## src/hdl/shsd_pkg.sv

```systemverilog
// ----------------------------------------------------------------------------
// Half-step stepper driver package
// Shared constants for the stepper speed driver: command bytes, direction
// codes, step period scaling and the half-step coil pattern table.
// ----------------------------------------------------------------------------
package shsd_pkg;

    // Command bytes (ASCII).
    localparam logic [7:0] CMD_INC   = 8'h69;  // 'i'
    localparam logic [7:0] CMD_DEC   = 8'h64;  // 'd'
    localparam logic [7:0] CMD_STOP  = 8'h73;  // 's'
    localparam logic [7:0] CMD_DIG_0 = 8'h30;  // '0'
    localparam logic [7:0] CMD_DIG_5 = 8'h35;  // '5'
    localparam logic [7:0] CMD_DIG_9 = 8'h39;  // '9'

    // Request kinds carried in tuser.
    localparam logic REQ_TICK = 1'b0;
    localparam logic REQ_CMD  = 1'b1;

    // Configuration register indexes.
    localparam logic CFG_MAX_SPEED  = 1'b0;
    localparam logic CFG_SPEED_STEP = 1'b1;

    // Step direction codes.
    localparam logic [1:0] DIR_HOLD = 2'd0;
    localparam logic [1:0] DIR_FWD  = 2'd1;
    localparam logic [1:0] DIR_REV  = 2'd2;

    // Step period scaling, in microseconds.
    localparam logic [8:0]  PERIOD_PER_MAX   = 9'd300;
    localparam logic [7:0]  PERIOD_PER_SPEED = 8'd200;
    localparam logic [14:0] PERIOD_FLOOR     = 15'd1000;
    localparam logic [14:0] PERIOD_CEIL      = 15'd32767;

    // Reset values of the configuration registers.
    localparam logic [6:0] MAX_SPEED_RST  = 7'd10;
    localparam logic [6:0] SPEED_STEP_RST = 7'd1;

    // Preset speed for the digit '0'.
    localparam logic [9:0] SPEED_DIG_0 = 10'd10;

    typedef logic [6:0]  t_cfg;
    typedef logic [7:0]  t_speed;
    typedef logic [14:0] t_period;
    typedef logic [3:0]  t_coils;

    // Eight-phase half-step coil patterns: orange, yellow, pink, blue.
    function automatic t_coils phase_pattern(input logic [2:0] idx);
        t_coils pat;
        case (idx)
            3'd0:    pat = 4'h9;
            3'd1:    pat = 4'h8;
            3'd2:    pat = 4'hC;
            3'd3:    pat = 4'h4;
            3'd4:    pat = 4'h6;
            3'd5:    pat = 4'h2;
            3'd6:    pat = 4'h3;
            default: pat = 4'h1;
        endcase
        return pat;
    endfunction

endpackage

```

## src/hdl/stepper_half_step_speed_driver.sv

```systemverilog
// ----------------------------------------------------------------------------
// Half-step stepper motor speed driver
// Drives four coils through the eight-phase half-step sequence from a stream
// of microsecond ticks and command bytes, one result word per input word.
// ----------------------------------------------------------------------------
//
// Channel   Dir  Handshake              Contents
// s_axis    in   tvalid/tready          tdata: cmd_char[7:0]; tuser: req_type
// m_axis    out  tvalid/tready          tdata: coils, speed_now, step_period_us
//                                       tuser: stepped
// cfg       in   i_cfg_we (no wait)     i_cfg_idx 0 max_speed, 1 speed_step
//
// Each word is decoded and applied to the state in the same cycle it is
// accepted, and its result lands in the output register at that edge. A new
// word can be accepted every cycle while the output register is empty or
// is being drained in the same cycle; when the sink stalls, the input side
// stalls with it. The longest path runs through the speed update, the
// saturation compare and the period multiply.
// Reset is synchronous and active low; it clears the phase, speed, countdown
// and coils, loads the register defaults and empties the output register.
// ----------------------------------------------------------------------------
module stepper_half_step_speed_driver (
    input  logic        i_clk,
    input  logic        i_rst_n,
    // Configuration write port.
    input  logic        i_cfg_we,
    input  logic        i_cfg_idx,
    input  logic [6:0]  i_cfg_data,
    // Input words.
    input  logic        s_axis_tvalid,
    output logic        s_axis_tready,
    input  logic [7:0]  s_axis_tdata,   // [7:0] cmd_char
    input  logic        s_axis_tuser,   // [0] req_type
    // Result words.
    output logic        m_axis_tvalid,
    input  logic        m_axis_tready,
    output logic [31:0] m_axis_tdata,   // [3:0] coils, [11:4] speed_now,
                                        // [26:12] step_period_us, rest zero
    output logic        m_axis_tuser    // [0] stepped
);
    import shsd_pkg::*;

    // Configuration registers.
    t_cfg    r_max_speed, n_max_speed;
    t_cfg    r_speed_step, n_speed_step;

    // Motor state.
    logic [2:0] r_phase, n_phase;
    t_speed     r_speed, n_speed;
    logic [1:0] r_dir, n_dir;
    t_period    r_count, n_count;
    t_coils     r_coils, n_coils;

    // Output register.
    logic       r_out_valid, n_out_valid;
    t_coils     r_out_coils;
    logic       r_out_stepped;
    t_speed     r_out_speed;
    t_period    r_out_period;

    logic       w_accept;
    logic       w_stepped;
    logic       w_set;
    logic [9:0] w_cand;
    logic [9:0] w_lim;
    logic [9:0] w_dig;
    logic [3:0] w_num;
    t_period    w_period_now;
    t_period    w_period_next;

    // Period at the present speed feeds the countdown reload; the period at
    // the updated speed goes out with the result.
    shsd_period u_period_now (
        .i_max_speed (r_max_speed),
        .i_speed     (r_speed),
        .o_period    (w_period_now)
    );

    shsd_period u_period_next (
        .i_max_speed (r_max_speed),
        .i_speed     (n_speed),
        .o_period    (w_period_next)
    );

    assign s_axis_tready = !r_out_valid || m_axis_tready;
    assign w_accept      = s_axis_tvalid && s_axis_tready;

    // Configuration writes.
    always_comb begin
        n_max_speed  = r_max_speed;
        n_speed_step = r_speed_step;
        if (i_cfg_we) begin
            case (i_cfg_idx)
                CFG_MAX_SPEED:  n_max_speed  = i_cfg_data;
                CFG_SPEED_STEP: n_speed_step = i_cfg_data;
                default:        n_max_speed  = r_max_speed;
            endcase
        end
    end

    // Command decode, speed saturation and tick handling.
    always_comb begin
        n_phase   = r_phase;
        n_speed   = r_speed;
        n_dir     = r_dir;
        n_count   = r_count;
        n_coils   = r_coils;
        w_stepped = 1'b0;
        w_set     = 1'b0;
        w_cand    = 10'd0;
        w_lim     = {3'b000, r_max_speed};
        w_num     = s_axis_tdata[3:0];
        // Digits '1'..'5' map to (n-6)*2, '6'..'9' to (n-5)*2.
        if (w_num <= 4'd5) begin
            w_dig = {6'd0, w_num} - 10'd6;
        end else begin
            w_dig = {6'd0, w_num} - 10'd5;
        end

        if (w_accept) begin
            if (s_axis_tuser == REQ_CMD) begin
                if (s_axis_tdata == CMD_INC) begin
                    w_set  = 1'b1;
                    w_cand = {{2{r_speed[7]}}, r_speed} + {3'b000, r_speed_step};
                end else if (s_axis_tdata == CMD_DEC) begin
                    w_set  = 1'b1;
                    w_cand = {{2{r_speed[7]}}, r_speed} - {3'b000, r_speed_step};
                end else if (s_axis_tdata == CMD_STOP) begin
                    w_set  = 1'b1;
                    w_cand = 10'd0;
                end else if (s_axis_tdata == CMD_DIG_0) begin
                    w_set  = 1'b1;
                    w_cand = SPEED_DIG_0;
                end else if (s_axis_tdata inside {[CMD_DIG_0 : CMD_DIG_9]}) begin
                    w_set  = 1'b1;
                    w_cand = {w_dig[8:0], 1'b0};
                end

                if (w_set) begin
                    if ($signed(w_cand) > $signed(w_lim)) begin
                        w_cand = w_lim;
                    end else if ($signed(w_cand) < -$signed(w_lim)) begin
                        w_cand = 10'd0 - w_lim;
                    end
                    n_speed = w_cand[7:0];
                    if ($signed(w_cand) > 0) begin
                        n_dir = DIR_FWD;
                    end else if ($signed(w_cand) < 0) begin
                        n_dir = DIR_REV;
                    end else begin
                        n_dir = DIR_HOLD;
                    end
                end
            end else begin
                // A tick: step when the countdown has run out, else count down.
                if (r_count == '0) begin
                    n_coils   = phase_pattern(r_phase);
                    w_stepped = 1'b1;
                    n_count   = w_period_now - 15'd1;
                    case (r_dir)
                        DIR_FWD: n_phase = r_phase + 3'd1;
                        DIR_REV: n_phase = r_phase - 3'd1;
                        default: n_phase = r_phase;
                    endcase
                end else begin
                    n_count = r_count - 15'd1;
                end
            end
        end
    end

    // The output register fills on accept and empties when the sink takes it.
    always_comb begin
        n_out_valid = r_out_valid;
        if (w_accept) begin
            n_out_valid = 1'b1;
        end else if (m_axis_tready) begin
            n_out_valid = 1'b0;
        end
    end

    always_ff @(posedge i_clk) begin
        if (!i_rst_n) begin
            r_max_speed  <= MAX_SPEED_RST;
            r_speed_step <= SPEED_STEP_RST;
            r_phase      <= '0;
            r_speed      <= '0;
            r_dir        <= DIR_HOLD;
            r_count      <= '0;
            r_coils      <= '0;
            r_out_valid  <= 1'b0;
        end else begin
            r_max_speed  <= n_max_speed;
            r_speed_step <= n_speed_step;
            r_phase      <= n_phase;
            r_speed      <= n_speed;
            r_dir        <= n_dir;
            r_count      <= n_count;
            r_coils      <= n_coils;
            r_out_valid  <= n_out_valid;
        end
    end

    // Result payload carries no reset; it is qualified by r_out_valid.
    always_ff @(posedge i_clk) begin
        if (w_accept) begin
            r_out_coils   <= n_coils;
            r_out_stepped <= w_stepped;
            r_out_speed   <= n_speed;
            r_out_period  <= w_period_next;
        end
    end

    assign m_axis_tvalid = r_out_valid;
    assign m_axis_tdata  = {5'd0, r_out_period, r_out_speed, r_out_coils};
    assign m_axis_tuser  = r_out_stepped;

endmodule

```

## src/hdl/shsd_period.sv

```systemverilog
// ----------------------------------------------------------------------------
// Step period calculator
// Computes 300*max_speed - 200*|speed| microseconds, held between 1000 and
// 32767.
// ----------------------------------------------------------------------------
module shsd_period (
    input  shsd_pkg::t_cfg    i_max_speed,
    input  shsd_pkg::t_speed  i_speed,
    output shsd_pkg::t_period o_period
);
    import shsd_pkg::*;

    logic [7:0]         w_mag;
    logic [15:0]        w_base;
    logic [15:0]        w_sub;
    logic signed [16:0] w_diff;

    always_comb begin
        w_mag  = i_speed[7] ? (8'd0 - i_speed) : i_speed;
        w_base = 16'(i_max_speed) * 16'(PERIOD_PER_MAX);
        w_sub  = 16'(w_mag) * 16'(PERIOD_PER_SPEED);
        w_diff = $signed({1'b0, w_base}) - $signed({1'b0, w_sub});
        if (w_diff < $signed({2'b00, PERIOD_FLOOR})) begin
            o_period = PERIOD_FLOOR;
        end else if (w_diff > $signed({2'b00, PERIOD_CEIL})) begin
            o_period = PERIOD_CEIL;
        end else begin
            o_period = w_diff[14:0];
        end
    end

endmodule
```

## config.mk

```make
export PLATFORM = sky130hd
export DESIGN_NAME = stepper_half_step_speed_driver
export DESIGN_NICKNAME = d
export VERILOG_FILES = /design/src/hdl/shsd_pkg.sv /design/src/hdl/stepper_half_step_speed_driver.sv /design/src/hdl/shsd_period.sv
export SDC_FILE = /design/constraint.sdc
export NUM_CORES = 1
export LEC_CHECK = 0
export ABC_AREA = 1
export BUFFER_PORTS_ARGS = -buffer_cell sky130_fd_sc_hd__buf_4
export CORE_MARGIN = 10
export CORE_UTILIZATION = 43
export CTS_BUF_LIST = sky130_fd_sc_hd__clkbuf_16
export DETAILED_ROUTE_END_ITERATION = 6
export PLACE_DENSITY = 0.68
export SYNTH_ARGS = -nofsm -noshare
export SYNTH_HDL_FRONTEND = slang
export SYNTH_SLANG_ARGS = --single-unit
```

## constraint.sdc

```tcl
create_clock -name i_clk -period 21 [get_ports i_clk]
set_clock_uncertainty 0.2 [all_clocks]
set_input_delay 0 -clock i_clk [delete_from_list [all_inputs] [get_ports i_clk]]
set_output_delay 0 -clock i_clk [all_outputs]
set_load 0.01 [all_outputs]
```

==> results of run 1 <==
==> worst reg2reg max path, delay by kind of cell, from the launching register on <==
kind	cells	cell delay, ns
adder cells (fa/ha/maj)	9	2.92
AND/OR/NAND/NOR	18	2.49
XOR/XNOR	3	0.68
buffers and inverters	7	0.62
AO/OA/AOI/OAI	12	1.87
flip-flops	1	0.52
==> logic make-up after synthesis <==
family	Yosys count	synth area share
AND/OR/NAND/NOR	527	0.257
buffers and inverters	249	0.108
AO/OA/AOI/OAI	216	0.133
adder cells (fa/ha/maj)	180	0.258
flip-flops	74	0.191
XOR/XNOR	55	0.0526
other	1	0.000410
==> per-layer routing <==
metal  up-vias  share of wire  global-route usage
met1      3911           0.46               0.211
met3        39          0.048              0.0182
met5         -              0                   0
li1       4405              -                   -
met2       211           0.46               0.289
met4         0          0.030              0.0709
==> power groups by stage <==
stage          clock network (uW)  registers [uW]  logic (uW)
3_3_place_gp                    0             191         483
4_1_cts                       154             188         496
6_report                      150             187         497
5_1_grt                       159             190         570
3_5_place_dp                    0             190         489
2_1_floorplan                   0             195         368
==> sequential cells by signal, indices dropped and copies added, names as in the netlist <==
| register | cells |
|---|---|
| m_axis_tuser | 1 |
| r_speed | 8 |
| r_speed_step | 7 |
| r_out_speed | 8 |
| r_out_coils | 4 |
| r_phase | 3 |
| r_count | 15 |
| m_axis_tvalid | 1 |
| r_coils | 4 |
| r_dir | 2 |
| r_max_speed | 7 |
| r_out_period | 14 |
==> final timing paths <==
check / depth (start not counted) / from / slack (ns) / to
setup reg to reg: 49 / r_speed[0] / 11.46 / r_out_period[13]
hold reg to reg: 2 / r_dir[0] / 0.27 / r_dir[0]
hold / removal: 3 / i_cfg_we / 0.05 / r_speed_step[2]
setup / recovery: 49 / r_speed[0] / 11.46 / r_out_period[13]
==> per-stage QoR <==
stage	utilization	worst slack (ns)
after global routing	0.490	10.71
final	0.490	11.46
after detailed placement	0.466	11.54
after global placement	0.466	11.82
after floorplan	-	12.85
after CTS	0.490	11.50
==> cells in the mapped netlist, types with 8 or more instances <==
cell / number / area [um^2]
nand2_1: 269 / 1010
inv_1: 206 / 773
ha_1: 165 / 2060
a21oi_1: 91 / 455
nor2_1: 89 / 334
nand3_1: 87 / 435
o21ai_0: 69 / 345
dfxtp_1: 47 / 941
xor2_1: 38 / 333
edfxtp_1: 27 / 811
nand4_1: 23 / 144
xnor2_1: 17 / 149
fa_1: 15 / 300
inv_2: 14 / 52.6
clkbuf_1: 10 / 37.5
nand2_2: 10 / 62.6
nand3b_1: 9 / 67.6
o21ai_1: 9 / 45.0
o21bai_1: 9 / 67.6
nor3_1: 8 / 40.0
==> repair_timing <==
action / in CTS / in global routing
gates resized for setup: 0 / 0
hold buffers: 23 / 0
setup buffers: 0 / 0
hold endpoints to repair: 33 / 0
==> cell type report <==
type | instances | share of cell area
Multi-Input combinational cell | 983 | 0.626
Timing Repair Buffer | 76 | 0.0611
Inverter | 226 | 0.0826
Clock inverter | 7 | 0.00451
Clock buffer | 9 | 0.0219
Sequential cell | 74 | 0.170
Tap cell | 275 | 0.0335
==> impl_metrics.env, run 1 <==
export IMPL_status="finished clean"
export IMPL_clk_insertion_delay_late_ns=0.35
export IMPL_dp_hpwl_um=18700
export IMPL_ys_ff_latch=74
export IMPL_slowest_delay_ns=0.53
export IMPL_dpl_cell_count=1611
export IMPL_p_leak_uw=0.00552
export IMPL_io_pin_count=57
export IMPL_timing_hold_ws_ns=0.0529
export IMPL_fill_cells=2102
export IMPL_hold_class="in -> reg"
export IMPL_maxSlewViolCount=0
export IMPL_route_detailed_drc=0
export IMPL_cp_end_kind="flip-flop"
export IMPL_setup_viol=0
export IMPL_layout_cells_non_filler=1650
export IMPL_antenna_found_initial=0
export IMPL_async_flop_share=0
export IMPL_design_area_um2=10300
export IMPL_wl_per_cell_um=14.2
export IMPL_drv_cap=0
export IMPL_power_frac_comb=0.596
export IMPL_peakVddDrop_mv=0.0562
export IMPL_internal_power_uw=443
export IMPL_drt_iter0_drc=434
export IMPL_synth_edff_count=27
export IMPL_fp_coreArea_um2=21000
export IMPL_syn_inst=1302
export IMPL_multiInputGateArea_um2=6430
export IMPL_crit_top_cell="nand2_1"
export IMPL_grt_pass1_wl_um=39400
export IMPL_grt_pass1_vias=8320
export IMPL_drive_above_1_share=0.0909
export IMPL_numPortBuffers=51
export IMPL_cp_start_kind="flip-flop"
export IMPL_cp_required_ns=20.91
export IMPL_pwr_share_clk=0.180
export IMPL_path_max_fanout=14
export IMPL_dr_pass1_iters=5
export IMPL_slew_headroom=0.590
export IMPL_gp_congestion=0.973
export IMPL_p_seq_frac=0.224
export IMPL_crit_buf_inv=7
export IMPL_final_common_cell="nand2_1"
export IMPL_worstMarginPinSlew_ns=0.609
export IMPL_postSynthAreaPerCell_um2=7.03
export IMPL_clkSinkCount=74
export IMPL_htreeDepth=3
export IMPL_root_buffer="clkbuf_16"
export IMPL_wl_um=23500
export IMPL_critPathKind="reg -> reg"
export IMPL_dpl_cell_area_um2=9770
export IMPL_die_h_um=166
export IMPL_num_antenna_cells=0
export IMPL_track_usage=0.169
export IMPL_fmax_mhz=105
export IMPL_critical_path_top_delay_family="adder cells"
export IMPL_syn_area_um2=9160
export IMPL_dieArea_um2=27500
export IMPL_rows=53
export IMPL_overflow=0
export IMPL_ys_flop_type="dfxtp_1"
export IMPL_cts_buffer_depth=2
export IMPL_ff_latch_area_um2=1750
export IMPL_slowest_stage="fa_1"
export IMPL_fin_tns_setup_ns=0
export IMPL_cts_buffers=9
export IMPL_powerDensity_nw_per_um2=81.2
export IMPL_crit_arrival_ns=9.45
export IMPL_grt_max_degree=31
export IMPL_p_sw_frac=0.469
export IMPL_clk_pin_slew_ns=0.07
export IMPL_die_w_um=166
export IMPL_yosysSeqAreaShare=0.191
export IMPL_finalCritPeriodShare=0.454
export IMPL_fin_total_pwr_uw=835
export IMPL_cts_tree="built"
export IMPL_nets=1572
export IMPL_avgViaCountPerCell=5.19
export IMPL_yosys_warnings=0
export IMPL_final_cell_mix="269 x nand2_1, 207 x inv_1, 165 x ha_1"
export IMPL_layout_area_overhead_vs_synth_pct=12.2
export IMPL_min_period_ns=9.54
export IMPL_synth_cell_types=49
export IMPL_hold_violations=0
export IMPL_p_sw_uw=392
export IMPL_rsz0062_at_grt="false"
export IMPL_vias=8566
export IMPL_initial_core_util=0.437
export IMPL_antenna_left=0
No activity file was read; power rests on OpenSTA's default activity.
==> run 2, diff against run 1 <==
Clock period 21 ns to 9.1 ns, I/O delays scaled along.
==> run 2 against run 1 <==
Flip-flop and latch count unchanged. Final cell count increased by 0.12%. Global-route usage increased by 0.077 points.
==> impl_metrics.env, run 2 (synthesis gave the netlist of run 1 again) <==
export IMPL_cp_required_ns=9.03
export IMPL_largest_reg_flops=15
export IMPL_avgViaCountPerCell=5.18
export IMPL_drv_cap=0
export IMPL_rsz0062_at_grt="true"
export IMPL_antenna_found_initial=0
export IMPL_postLayoutSetupSlackWorst_ns=0.691
export IMPL_rows=53
export IMPL_crit_top_cell="nand2_1"
export IMPL_overflow=0
export IMPL_clk_pin_slew_ns=0.08
export IMPL_fmax_mhz=119
export IMPL_fin_tns_setup_ns=0
export IMPL_gp_congestion=0.984
export IMPL_final_common_cell="nand2_1"
export IMPL_vias=8553
export IMPL_cp_start_kind="flip-flop"
export IMPL_place_ws_ns=0.193
export IMPL_status="finished clean"
export IMPL_nets=1574
export IMPL_die_w_um=166
export IMPL_cts_tree="built"
export IMPL_clkSinkCount=74
export IMPL_die_h_um=166
export IMPL_finalCritPeriodShare=0.924
export IMPL_drive_above_1_share=0.0988
export IMPL_top_regs="r_count (15), r_out_period (14)"
export IMPL_powerDensity_nw_per_um2=192
export IMPL_layout_area_overhead_vs_synth_pct=13.1
export IMPL_maxSlewViolCount=0
export IMPL_critPathKind="reg -> reg"
export IMPL_grt_max_degree=31
export IMPL_drt_iter0_drc=471
export IMPL_initial_core_util=0.437
export IMPL_top_register="r_count"
export IMPL_grt_pass1_wl_um=39500
export IMPL_cp_end_kind="flip-flop"
export IMPL_slowest_delay_ns=0.53
export IMPL_hold_violations=0
export IMPL_cts_buffer_depth=2
export IMPL_cts_buffers=9
export IMPL_wl_per_cell_um=14.5
export IMPL_clk_insertion_delay_late_ns=0.36
export IMPL_multiInputGateArea_um2=6470
export IMPL_slowest_stage="fa_1"
export IMPL_peakVddDrop_mv=0.150
export IMPL_crit_arrival_ns=8.34
export IMPL_design_area_um2=10400
export IMPL_dpl_cell_area_um2=9800
export IMPL_route_detailed_drc=0
export IMPL_slew_headroom=0.564
export IMPL_fin_total_pwr_uw=1980
export IMPL_antenna_left=0
export IMPL_dr_pass1_iters=6
export IMPL_fp_coreArea_um2=21000
export IMPL_ff_latch_area_um2=1750
export IMPL_path_max_fanout=14
export IMPL_setup_viol=0
export IMPL_hold_class="in -> reg"
export IMPL_track_usage=0.170
export IMPL_numPortBuffers=51
export IMPL_dieArea_um2=27500
export IMPL_min_period_ns=8.41
export IMPL_num_antenna_cells=0
export IMPL_wl_um=23900
export IMPL_root_buffer="clkbuf_16"
export IMPL_final_cell_mix="267 x nand2_1, 206 x inv_1, 165 x ha_1"
export IMPL_worstMarginPinSlew_ns=0.648
export IMPL_p_leak_uw=0.00556
export IMPL_htreeDepth=3
export IMPL_grt_pass1_vias=8262
export IMPL_fill_cells=2110
export IMPL_io_pin_count=57
export IMPL_dp_hpwl_um=19000
run 2: report_power, final:
group,switching (uW),internal (uW)
Clock,178,219
Combinational,724,431
Sequential,23.4,409
Total,925,1060
run 2: area by class of cell:
class                   instances  share of cell area
multi-input cells             983               0.624
flip-flops and latches         74               0.169
inverters                     226              0.0819
repair buffers                 78              0.0616
well taps                     275              0.0332
clock buffers                   9              0.0217
clock inverters                 7             0.00809
run 2: what timing repair did:
item,CTS,global route
setup endpoints to repair,0,14
hold endpoints to repair,32,0
hold buffers,21,0
resized for setup,0,8
buffers inserted,0,1
run 2: per-layer routing:
metal  part of all wire  wire length (um)  up-vias  global-route usage
met3              0.049              1170       35              0.0182
met1               0.45             10800     3893               0.213
met5                  0                 0        -                   0
li1                   -                 -     4415                   -
met4              0.024               570        0              0.0624
met2               0.47             11300      210               0.292
run 2: worst max-delay path, delay by kind of cell, from the launching register on:
family	cells	cell delay, ns
AO/OA/AOI/OAI	9	1.38
adder cells (fa/ha/maj)	9	2.89
buffers and inverters	5	0.35
flip-flops	1	0.36
XOR/XNOR	4	0.69
AND/OR/NAND/NOR	24	2.33
run 2: worst paths after layout:
check,startpoint,to,slack (ns),cells after the start
worst max-delay path,r_speed[0],r_out_period[13],0.69,51
worst min-delay path,s_axis_tvalid,r_count[1],0.07,5
worst max register to register,r_speed[0],r_out_period[13],0.69,51
worst min register to register,r_coils[1],r_coils[1],0.28,2
run 2: per-stage QoR:
step / util / hold slack (ns) / std cells
after detailed placement: 0.467 / 0.0480 / 1614
after floorplan: - / -0.0732 / 1306
after CTS: 0.492 / 0.0663 / 1651
after global routing: 0.494 / 0.134 / 1652
final: 0.494 / 0.0700 / 1652
after global placement: 0.467 / 0.0453 / 1614
